## config.mk

```make
export PLATFORM = sky130hd
export DESIGN_NAME = omv_front
export DESIGN_NICKNAME = d
export VERILOG_FILES = /design/src/omv_pkg.sv /design/src/omv_front.sv
export SDC_FILE = /design/constraint.sdc
export NUM_CORES = 1
export LEC_CHECK = 0
export BUFFER_PORTS_ARGS = -buffer_cell sky130_fd_sc_hd__buf_4
export CORE_ASPECT_RATIO = 1.25
export CORE_UTILIZATION = 44
export DETAILED_ROUTE_END_ITERATION = 8
export PLACE_DENSITY = 0.61
export SLEW_MARGIN = 20
export SYNTH_ARGS = -nofsm -noshare
export SYNTH_HDL_FRONTEND = slang
export SYNTH_SLANG_ARGS = --single-unit
```

## constraint.sdc

```tcl
create_clock -name clk -period 6.6 [get_ports clk]
set_input_delay 0.66 -clock clk [delete_from_list [all_inputs] [get_ports clk]]
set_output_delay 0.66 -clock clk [all_outputs]
set_load 0.02 [all_outputs]
```

## src/omv_pkg.sv

```systemverilog
package omv_pkg;
  localparam int NODES_DEF  = 256;
  localparam int CHAINS_DEF = 4;
  localparam int DW         = 32;
  localparam int DIV_STEPS  = 64;
  localparam int QDEPTH     = 4;

  typedef struct packed {
    logic [DW-1:0] count;
    logic [DW-1:0] sample;
    logic          oor;
  } omv_item_t;
endpackage

```

## src/omv_front.sv

```systemverilog
module omv_front
  import omv_pkg::*;
#(
  parameter int NODES  = NODES_DEF,
  parameter int CHAINS = CHAINS_DEF,
  parameter int AW     = 10
) (
  input  logic          clk,
  input  logic          rst_n,
  input  logic          hold,
  input  logic          in_valid,
  output logic          in_ready,
  input  logic [1:0]    in_chain_index,
  input  logic [7:0]    in_node_index,
  input  logic [DW-1:0] in_sample_count,
  input  logic [DW-1:0] in_log_likelihood,
  output logic          q_valid,
  input  logic          q_pop,
  output omv_item_t     q_item,
  output logic [AW-1:0] q_addr
);
  localparam int PW = $clog2(QDEPTH);

  omv_item_t     item_r [QDEPTH];
  logic [AW-1:0] addr_r [QDEPTH];
  logic [PW-1:0] wp_r, rp_r;
  logic [PW:0]   cnt_r;
  logic          push;
  omv_item_t     cls;
  logic [AW-1:0] cls_addr;

  // classify: range check, zero count as one, flat address
  always_comb begin
    cls.oor    = (int'(in_chain_index) >= CHAINS) || (int'(in_node_index) >= NODES);
    cls.count  = (in_sample_count == '0) ? DW'(1) : in_sample_count;
    cls.sample = in_log_likelihood;
    cls_addr   = AW'(int'(in_chain_index) * NODES + int'(in_node_index));
  end

  assign in_ready = !hold && (cnt_r != (PW+1)'(QDEPTH));
  assign push     = in_valid && in_ready;
  assign q_valid  = cnt_r != '0;
  assign q_item   = item_r[rp_r];
  assign q_addr   = addr_r[rp_r];

  always_ff @(posedge clk) begin
    if (!rst_n) begin
      wp_r  <= '0;
      rp_r  <= '0;
      cnt_r <= '0;
    end else begin
      if (push) begin
        wp_r <= wp_r + 1'b1;
      end
      if (q_pop) begin
        rp_r <= rp_r + 1'b1;
      end
      cnt_r <= cnt_r + (PW+1)'(push) - (PW+1)'(q_pop);
    end
    if (push) begin
      item_r[wp_r] <= cls;
      addr_r[wp_r] <= cls_addr;
    end
  end
endmodule

```

# ---- After elaboration in Yosys (flattened, before gate mapping)
# Memories as Yosys holds them, arrays and structs flattened. A register that Yosys moved wholly into a read port is not among the register bits.
# Cells that the tools add are included.
dict set report totals {
  ram_bits 296
  mem_count 2
  out_inout_bits 77
  inputBits 79
  register_bits 7
  elab_cells 23
}
dict set report op_classes {
  n_addsub 5
  n_mux 7
  eq_ne 1
  reduce_logical 5
}
# name words width rd rd_clocked_by_memory_dff write_ports line
set memory_table {}
lappend memory_table {item_r 4 64 1 1 1 omv_front.sv:24} ;# omv_item_t item_r [QDEPTH];
lappend memory_table {addr_r 4 10 1 1 1 omv_front.sv:25} ;# logic [AW-1:0] addr_r [QDEPTH];
# cell n
set op_table {}
lappend op_table {{zero test 32 bit} 1}
lappend op_table {{two-way mux 32 bit} 1}
lappend op_table {{adder 10 x 8 -> 10 bit} 1}
lappend op_table {{two-way mux 2 bit} 4}
lappend op_table {{adder 2 x 1 -> 2 bit, second input constant} 2}
lappend op_table {{adder 3 x 1 -> 3 bit} 1}
lappend op_table {{!= test 3 bit, second input constant} 1}
lappend op_table {{nonzero test 3 bit} 1}
lappend op_table {{subtractor 3 x 1 -> 3 bit} 1}
lappend op_table {{logical AND 1 bit} 2}
lappend op_table {{two-way mux 1 bit} 2}
lappend op_table {{zero test 1 bit} 1}

# ---- Depth between registers and ports, before layout
# Gate-level depths: netlist of the first run.
dict set report logic_depth {
  word_depth 5
  mapped_depth 11
  ltp_nobuf 11
}

# ---- Worst setup path after synthesis of the first run
# OpenSTA, ideal clock, no wires.
dict set report synth_timing {
  path_type {input-to-reg}
  start {input port hold}
  end {memory addr_r[0][0] (enable)}
  setup_slack_ps 3352
  path_stages 3
  n_path_buf 0
  t_arrival_ps 2807
  required_time_ps 6160
  setup_time_ps 440
  path_cell_list {nand2b_1 a21oi_2 and2_1}
}
dict set report synth_between {
  elab_chain_len 5
}
# element line
set synth_rtl {}
lappend synth_rtl {{start, declared} omv_front.sv:10} ;# input logic hold,
lappend synth_rtl {{zero test 1 bit} omv_front.sv:40} ;# assign in_ready = !hold && (cnt_r != (PW+1)'(QDEPTH));
lappend synth_rtl {{logical AND 1 bit} omv_front.sv:40}
lappend synth_rtl {{logical AND 1 bit} omv_front.sv:41} ;# assign push = in_valid && in_ready;
lappend synth_rtl {{two-way mux 1 bit} omv_front.sv:60} ;# if (push) begin
lappend synth_rtl {{two-way mux 1 bit (not written as such)} omv_front.sv:62} ;# addr_r[wp_r] <= cls_addr;
lappend synth_rtl {{end, declared} omv_front.sv:25}
# No other way between the ends.

==> flow_summary_export.csv, run 1 <==
group,metric,value,unit
finish,area.sequential,9080,sq um
timing,whs,0.323,ns
finish,layout_common_cells,"edfxtp_1, buf_4, mux4_2",
clock_tree,clock_sinks,305,
critical_path,r2r_start,"cnt_r[1]$_SDFF_PN0_",
clock_tree,cts_tree,"yes",
die,die_h,182,microns
logic_synthesis,ys_seq_elements,305,
critical_path,path_class,"flop to output port",
finish,syn_to_final_growth,20.4,%
power_and_ir_drop,worst_ir_drop_vdd,0.256,mV
clock_tree,cts_made_buffers,29,
worst_hold_path,min_path_cells,1,
die,initial_core_util,0.448,
worst_hold_path,holdCritStartpoint,"in_log_likelihood[6]",
clock_tree,clk_latency,0.53,ns
finish,antenna_cells,0,
die,rows,65,
die,boundaryPins,156,
logic_synthesis,yosysSeqAreaShare,0.800,
worst_hold_path,holdPathEnd,"item_r[0][6]$_DFFE_PP_",
critical_path,r2r_end,"item_r[1][25]$_DFFE_PP_",
finish,fill_cells,1927,
timing,hold_viol,0,
timing,max_freq,275,MHz
critical_path,path_max_fanout,39,
clock_tree,cts_resized,0,
timing,setup_viol,0,
worst_hold_path,hold_path.class,"primary input to flop",
routing,wl_met3,1.11,mm
power_and_ir_drop,powerDensity,319,nW/um^2
die,die_width,146,microns
critical_path,r2r_slack,4.04,ns
timing,maxSlewViolCount,0,
timing,period_needed,3.64,ns
critical_path,r2r_cells,4,
power_and_ir_drop,leakagePower,0.00454,uW
finish,final_nets,706,
critical_path,max_stage_delay,0.90,ns
routing,wl,20.9,mm
die,die_area,26400,sq um
timing,finClkSkew,0.00682,ns
critical_path,endpoint_kind,"output port",
grt,gr-total-overflow,0,
critical_path,required,5.94,ns
clock_tree,root_buffer,"clkbuf_16",
routing,wl_met1,8.18,mm
grt,antenna_found_initial,0,
finish,drive_above_1_share,0.444,
grt,grt_pass1_wl,32.0,mm
routing,drt_iter0_markers,216,
clock_tree,cts_max_level,1,
grt,track_usage,0.161,
routing,top_layer,"met4",
critical_path,slowest_stage,"dfxtp_4",
clock_tree,clockBufferDepth,3,
critical_path,critPathMostFrequentCell,"buf_4",
critical_path,path_cells,"buf_4 -> mux4_2 -> buf_4",
outcome,status,"complete, no violations",
logic_synthesis,syn_area,11300,sq um
die,core,25300,sq um
critical_path,crit_arrival,2.98,ns
finish,layout_commonest_cell,"edfxtp_1",
timing,relSlewSlack,0.450,
logic_synthesis,ys_async_sr_fraction,0,
routing,dr.pass1.iters,4,
routing,postRouteAntennaNets,0,
routing,vias,5114,
critical_path,critPathLaunchType,"flop",
logic_synthesis,syn_inst,478,
timing,rsz0062_at_grt,"false",
placement,numPortBuffers,154,
clock_tree,clkTransAtPathRegs,0.06,ns
clock_tree,cts_setup_buffers,0,
logic_synthesis,syn_area_per_cell,23.7,sq um
flow_run,max-cap-violations,0,
clock_tree,holdBufCountCts,0,
logic_synthesis,synth_flop_cell,"edfxtp_1",
grt,grt_pass1_vias,5635,
logic_synthesis,synth-edff-count,296,
routing,via_per_inst,5.23,
timing,post-route-period-util,0.552,
finish,multiInputGateArea,2010,sq um
timing,totalNegativeSetupSlack,0,ns
logic_synthesis,syn_nets,564,
grt,grt_max_degree,75,
logic_synthesis,yosys_warnings,0,
routing,wl_per_cell,21.4,microns
logic_synthesis,synth_cell_types,25,
placement,place_congestion,0.719,
routing,route.detailed.drc,0,
timing,worst_pin_slew,0.826,ns
placement,hpwlAfterDp,12.4,mm
routing,met2_length,11.0,mm
==> stage by stage <==
step | setup slack, ns | total power (uW) | instance area [sq um] | utilization | std cells
after detailed placement | 3.37 | 2830 | 12700 | 0.503 | 923
after floorplan | 3.35 | 2610 | 11300 | - | 478
after CTS | 2.78 | 4420 | 13600 | 0.539 | 976
after global placement | 3.39 | 2810 | 12700 | 0.503 | 923
after global routing | 2.68 | 4510 | 13700 | 0.540 | 977
final | 2.96 | 4360 | 13700 | 0.540 | 977
==> per-layer routing <==
metal | up-vias | track usage
li1 | 2244 | -
met1 | 2655 | 0.192
met2 | 159 | 0.290
met3 | 56 | 0.0302
met4 | 0 | 0.0573
met5 | - | 0
==> Yosys cell counts (3+ instances only) <==
cell type	n	area (sq um)
edfxtp_1	296	8890
mux4_2	74	1670
clkbuf_1	33	124
and2_1	9	56.3
dfxtp_1	9	180
nor4_1	8	50.1
buf_2	7	35.0
buf_6	7	78.8
ha_1	6	75.1
inv_1	5	18.8
nand2_1	5	18.8
xnor2_1	3	26.3
==> logic make-up (layout without fill, tap and decap cells) <==
group,count (synthesis),in the layout,share of synthesized area
other,1,1,0.000331
multiplexers,76,76,0.149
buffers and inverters,54,218,0.0239
flip-flops,305,305,0.800
adder cells (fa/ha/maj),7,7,0.00838
AND/OR/NAND/NOR,28,28,0.0141
XOR/XNOR,4,4,0.00309
AO/OA/AOI/OAI,3,3,0.00188
==> report_power, final <==
part | switching [uW] | internal, uW
combinational | 269 | 247
clock | 674 | 916
sequential | 45.2 | 2210
total | 988 | 3370
==> state kept, by name, summed over array words and instances, names as in the netlist, named ones only <==
name and flops:
wp_r 2, addr_r 40, cnt_r 3, item_r 256, rp_r 2
==> worst max-delay path: cells and delay by family, from the launching register on <==
kind | cells | cell delay (ns)
buffers and inverters | 2 | 0.90
DFF | 1 | 0.90
muxes | 1 | 0.62
==> worst max-delay path by stage <==
stage | from | end | slack (ns)
after floorplan | hold | addr_r[0][0]$_DFFE_PP_ | 3.35
after global placement | flop | q_item[64] | 3.39
after detailed placement | flop | q_item[64] | 3.37
after CTS | flop | q_item[64] | 2.78
after global routing | flop | q_item[63] | 2.68
final | flop | q_item[63] | 2.96
==> layout make-up <==
| cell class | count | share of cell area |
|---|---|---|
| sequential | 305 | 0.665 |
| timing repair buffer | 160 | 0.0889 |
| tap | 335 | 0.0307 |
| inverter | 5 | 0.00137 |
| clock inverter | 23 | 0.0138 |
| clock buffer | 30 | 0.0534 |
| multi-input combinational | 119 | 0.147 |
Note: power is estimated with default switching activity, not from simulation.
==> run 2: changes to the inputs <==
--- a/config.mk
+++ b/config.mk
@@ -5,6 +5,7 @@
 export SDC_FILE = /design/constraint.sdc
 export NUM_CORES = 1
 export LEC_CHECK = 0
+export ABC_AREA = 1
 export BUFFER_PORTS_ARGS = -buffer_cell sky130_fd_sc_hd__buf_4
 export CORE_ASPECT_RATIO = 1.25
 export CORE_UTILIZATION = 44
==> constraint.sdc (replaced) <==
create_clock -name clk -period 3.62 [get_ports clk]
set_input_delay 0.362 -clock clk [delete_from_list [all_inputs] [get_ports clk]]
set_output_delay 0.362 -clock clk [all_outputs]
set_load 0.02 [all_outputs]
==> flow_summary_export.csv, run 2 <==
group,metric,value,unit
clock_tree,cts_tree,"yes",
logic_synthesis,ys_seq_elements,305,
critical_path,endpoint_kind,"output port",
routing,vias,6885,
power_and_ir_drop,p_seq_frac,0.512,
logic_synthesis,synth_top_cell_area_share,0.762,
routing,via_per_inst,5.23,
critical_path,crit_arrival,2.37,ns
grt,gr-total-overflow,0,
die,rows,66,
power_and_ir_drop,worst_ir_drop_vdd,0.338,mV
die,boundaryPins,156,
timing,max_freq,366,MHz
finish,layout_common_cells,"edfxtp_1, nor2_1, buf_4",
logic_synthesis,yosysSeqAreaShare,0.778,
grt,track_usage,0.174,
timing,setup_viol,0,
routing,postRouteAntennaNets,0,
logic_synthesis,syn_inst,838,
die,die_h,184,microns
finish,top_regs,"item_r: 256 flops, addr_r: 40 flops, cnt_r: 3 flops",
timing,setup_slack,0.889,ns
routing,route.detailed.drc,0,
clock_tree,clk_latency,0.53,ns
timing,relSlewSlack,0.452,
grt,antenna_found_initial,0,
finish,syn_to_final_growth,19.5,%
routing,dr.pass1.iters,5,
die,die_width,148,microns
timing,maxSlewViolCount,0,
logic_synthesis,yosysMostFrequentCell,"edfxtp_1",
power_and_ir_drop,comb_power_share,0.126,
finish,antenna_cells,0,
routing,wl_per_cell,18.2,microns
die,initial_core_util,0.448,
logic_synthesis,synthTopCellsByArea,"edfxtp_1, nor2_1, o21ai_0",
die,die_area,27200,sq um
logic_synthesis,syn_area_per_cell,13.9,sq um
timing,hold_viol,0,
critical_path,path_max_fanout,68,
clock_tree,root_buffer,"clkbuf_16",
critical_path,path_class,"flop to output port",
placement,place_ws,1.06,ns
outcome,status,"complete, no violations",
logic_synthesis,ys_top_cells_by_count,"edfxtp_1, nor2_1, o21ai_0",
finish,layout_commonest_cell,"edfxtp_1",
logic_synthesis,syn_area,11700,sq um
power_and_ir_drop,internal_power,6100,uW
clock_tree,clock_sinks,305,
placement,place_congestion,0.693,
timing,period_needed,2.73,ns
critical_path,critPathLaunchType,"flop",
timing,finClkSkew,0.00626,ns
logic_synthesis,yosys_warnings,0,
placement,hpwlAfterDp,12.9,mm
timing,post-route-period-util,0.754,
timing,rsz0062_at_grt,"false",
power_and_ir_drop,powerDensity,574,nW/um^2
finish,drive_above_1_share,0.219,
finish,largest_reg_flops,256,
grt,grt_max_degree,149,
power_and_ir_drop,leakagePower,0.00482,uW
routing,wl,24.0,mm
grt,grt_pass1_wl,36.3,mm
clock_tree,clkTransAtPathRegs,0.06,ns
finish,final_nets,1041,
routing,drt_iter0_markers,403,
clock_tree,clockBufferDepth,3,
logic_synthesis,synth_cell_types,22,
logic_synthesis,synth_flop_cell,"edfxtp_1",
die,core,26000,sq um
flow_run,max-cap-violations,0,
power_and_ir_drop,switching_share,0.238,
logic_synthesis,synth-edff-count,296,
grt,grt_pass1_vias,6586,
critical_path,required,3.26,ns
power_and_ir_drop,power.share.clock,0.362,
placement,numPortBuffers,154,
finish,regMostFlops,"item_r",
power_and_ir_drop,totalPowerFinal,8000,uW
clock_tree,holdBufCountCts,0,
worst_hold_path,hold_path.class,"primary input to flop",
logic_synthesis,syn_nets,924,
timing,worst_pin_slew,0.821,ns
clock_tree,cts_made_buffers,29,
clock_tree,cts_setup_buffers,0,
clock_tree,cts_max_level,1,
clock_tree,cts_resized,0,
power_and_ir_drop,p_switching,1900,uW
logic_synthesis,ys_async_sr_fraction,0,
logic_synthesis,yosysTopAreaCell,"edfxtp_1",
-- run 2: cell types whose count changed after synthesis, moves of 6 or more --
cell and change:
nor4_1 -8, and2_1 -9, nor2_1 +177, clkbuf_1 +23, o21ai_0 +99, mux4_2 -74, buf_6 +6, nand2_1 +10
o21ai_1 +54, o22ai_1 +74, inv_1 +12
-- run 2: cell families after synthesis --
logic type,Yosys count,synth area share
XOR/XNOR,1,0.000751
adder cells (fa/ha/maj),7,0.00816
flip-flops,305,0.778
AO/OA/AOI/OAI,230,0.107
other,1,0.000322
AND/OR/NAND/NOR,196,0.0636
buffers and inverters,98,0.0424
-- run 2: worst paths after layout --
kind	from	endpoint	slack [ns]	depth (start not counted)
max	flop	q_item[6]	0.89	5
min	in_log_likelihood[26]	item_r[2][26]$_DFFE_PP_	0.03	1
max reg2reg	cnt_r[1]$_SDFF_PN0_	cnt_r[2]$_SDFF_PN0_	1.07	11
min reg2reg	rp_r[1]$_SDFFE_PN0P_	flop	0.45	1
-- run 2: power by group through the flow --
stage | clock network [uW] | logic (uW) | registers, uW
6_report | 2900 | 1010 | 4100
3_5_place_dp | 0 | 1020 | 4170
4_1_cts | 2950 | 1030 | 4100
3_3_place_gp | 0 | 1010 | 4170
2_1_floorplan | 0 | 587 | 4180
5_1_grt | 3090 | 1100 | 4110
-- run 2: area by class of cell --
cell class              count  area (sq um)
clock buffers              36           752
clock inverters            16           156
fillers                  2170         12100
inverters                  18          70.1
multi-input cells         435          2120
flip-flops and latches    305          9070
well taps                 340           425
repair buffers            166          1330
-- run 2: critical path, stage by stage (launching register included) --
cell	delay (ns)
dfxtp_4	0.36
inv_4	0.46
buf_12	0.36
o21ai_0	0.13
o22ai_1	0.25
buf_4	0.19
-- run 2: metal layers --
layer,track usage,up-vias,wire length (microns)
met1,0.223,3408,10100
met2,0.302,156,12000
li1,-,3293,-
met3,0.0380,28,1520
met4,0.0379,0,342
met5,0,-,0
-- run 2: metrics by stage --
step	area [sq um]	hold slack, ns	TNS, ns	utilization	instances
finish	13900	0.0292	0	0.536	1316
global route	13900	0.00748	0	0.536	1316
CTS	13900	0.00790	0	0.536	1316
detailed placement	13000	0.420	0	0.501	1264
global placement	13000	0.424	0	0.501	1264
floorplan	11700	0.412	-213.48	-	838
==> run 3: changes to the inputs <==
--- a/config.mk
+++ b/config.mk
@@ -5,7 +5,7 @@
 export SDC_FILE = /design/constraint.sdc
 export NUM_CORES = 1
 export LEC_CHECK = 0
-export ABC_AREA = 1
+export ABC_AREA = 0
 export BUFFER_PORTS_ARGS = -buffer_cell sky130_fd_sc_hd__buf_4
 export CORE_ASPECT_RATIO = 1.25
 export CORE_UTILIZATION = 44
==> constraint.sdc (replaced) <==
create_clock -name clk -period 2.6 [get_ports clk]
set_input_delay 0.26 -clock clk [delete_from_list [all_inputs] [get_ports clk]]
set_output_delay 0.26 -clock clk [all_outputs]
set_load 0.02 [all_outputs]
==> flow_summary_export.csv, run 3 (synthesized netlist as in run 1, its figures left out) <==
group,metric,value,unit
timing,hold_viol,0,
routing,route.detailed.drc,0,
die,core,25300,sq um
critical_path,path_cells,"buf_4 -> mux4_2 -> buf_4",
die,die_area,26400,sq um
finish,design_area,14500,sq um
placement,hpwlAfterDp,12.7,mm
timing,whs,0.0880,ns
placement,dp.cells,933,
power_and_ir_drop,worst_ir_drop_vdd,0.507,mV
timing,setup_viol,0,
critical_path,path_class,"flop to output port",
routing,dr.pass1.iters,4,
grt,grt_pass1_vias,5947,
critical_path,endpoint_kind,"output port",
placement,place_congestion,0.753,
power_and_ir_drop,leakagePower,0.00489,uW
critical_path,critPathLaunchType,"flop",
worst_hold_path,hold_path.class,"primary input to flop",
die,boundaryPins,156,
die,die_h,182,microns
timing,period_needed,2.38,ns
timing,finClkSkew,0.0106,ns
critical_path,required,2.34,ns
critical_path,crit_arrival,2.12,ns
grt,grt_pass1_wl,33.8,mm
placement,numPortBuffers,154,
finish,antenna_cells,0,
clock_tree,clock_sinks,305,
placement,place_area,12900,sq um
timing,max_freq,421,MHz
finish,layout_commonest_cell,"edfxtp_1",
finish,syn_to_final_growth,28.0,%
finish,final_nets,789,
timing,maxSlewViolCount,0,
clock_tree,cts_tree,"yes",
finish,layout_common_cells,"edfxtp_1, buf_4, mux4_2, dlygate4sd3_1, clkbuf_16",
clock_tree,cts_max_level,1,
power_and_ir_drop,powerDensity,763,nW/um^2
finish,top_regs,"item_r: 256 flops, addr_r: 40 flops, cnt_r: 3 flops",
die,initial_core_util,0.448,
critical_path,path_max_fanout,17,
timing,rsz0062_at_grt,"false",
clock_tree,clk_latency,0.52,ns
routing,via_per_inst,5.08,
critical_path,critPathMostFrequentCell,"buf_4",
routing,wl,21.4,mm
clock_tree,holdBufCountCts,74,
critical_path,crit_buf_inv,2,
outcome,status,"complete, no violations",
clock_tree,root_buffer,"clkbuf_16",
critical_path,max_stage_delay,0.58,ns
grt,gr-total-overflow,0,
clock_tree,cts_made_buffers,29,
routing,vias,5374,
finish,layout.cells.non_filler,1058,
clock_tree,cts_resized,0,
die,die_width,146,microns
timing,totalNegativeSetupSlack,0,ns
critical_path,slowest_stage,"mux4_2",
clock_tree,clockBufferDepth,3,
flow_run,max-cap-violations,0,
routing,postRouteAntennaNets,0,
grt,antenna_found_initial,0,
grt,track_usage,0.166,
finish,regMostFlops,"item_r",
clock_tree,cts_setup_buffers,0,
finish,largest_reg_flops,256,
die,rows,65,
finish,drive_above_1_share,0.400,
clock_tree,clkTransAtPathRegs,0.06,ns
finish,fill_cells,1874,
critical_path,r2r_slack,0.43,ns
routing,drt_iter0_markers,236,
timing,post-route-period-util,0.914,
routing,wl_per_cell,20.2,microns
critical_path,path_delay_family,"multiplexers",
grt,grt_max_degree,75,
==> run 3: cell types whose count changed in the layout (fill, tap and decap cells not counted), moves of 4 or more <==
| cell | change |
|---|---|
| nor2_1 | -173 |
| o21ai_0 | -99 |
| dlygate4sd3_1 | +74 |
| mux4_2 | +74 |
| o22ai_1 | -74 |
| o21ai_1 | -54 |
| inv_1 | -11 |
| nand2_1 | -10 |
| nor4_1 | +8 |
| and2_1 | +5 |
| and2_4 | +4 |
| nor2_4 | -4 |
==> run 3: through the flow <==
| step | setup slack (ns) | util | power [uW] |
|---|---|---|---|
| after floorplan | 0.440 | - | 6610 |
| after global placement | 0.479 | 0.510 | 7170 |
| after detailed placement | 0.417 | 0.510 | 7200 |
| after CTS | 0.145 | 0.574 | 11200 |
| final | 0.223 | 0.574 | 11100 |
| after global routing | 0.0798 | 0.574 | 11500 |
==> run 3: report_power, final <==
group | switching [uW] | internal [uW] | total, uW
Clock | 1690 | 2230 | 3920
Sequential | 79.5 | 5610 | 5690
Combinational | 740 | 730 | 1470
Total | 2510 | 8570 | 11100
==> run 3: final cells by class <==
cell class / count / area (sq um) / share of cell area
Sequential cell: 305 / 9080 / 0.625
Timing Repair Buffer: 243 / 2110 / 0.145
Multi-Input combinational cell: 119 / 2010 / 0.139
Clock buffer: 33 / 741 / 0.0510
Tap cell: 335 / 419 / 0.0289
Clock inverter: 18 / 139 / 0.00957
Inverter: 5 / 18.8 / 0.00129
==> run 3: final timing paths <==
path,startpoint,to,cells after the start
setup / recovery,flop,q_addr[5],3
hold / removal,q_pop,flop,3
setup reg to reg,cnt_r[1]$_SDFF_PN0_,cnt_r[2]$_SDFF_PN0_,11
hold reg to reg,wp_r[1]$_SDFFE_PN0P_,wp_r[1]$_SDFFE_PN0P_,2
==> run 3: routing by layer <==
layer | part of all wire | vias to the layer above | track usage
li1 | - | 2419 | -
met1 | 0.42 | 2793 | 0.221
met2 | 0.51 | 135 | 0.285
met3 | 0.051 | 27 | 0.0319
met4 | 0.016 | 0 | 0.0383
met5 | 0 | - | 0
==> run 3: worst min-delay path, cell delays in order <==
cell	delay [ns]
buf_4	0.10
xor2_1	0.07
and2_1	0.14
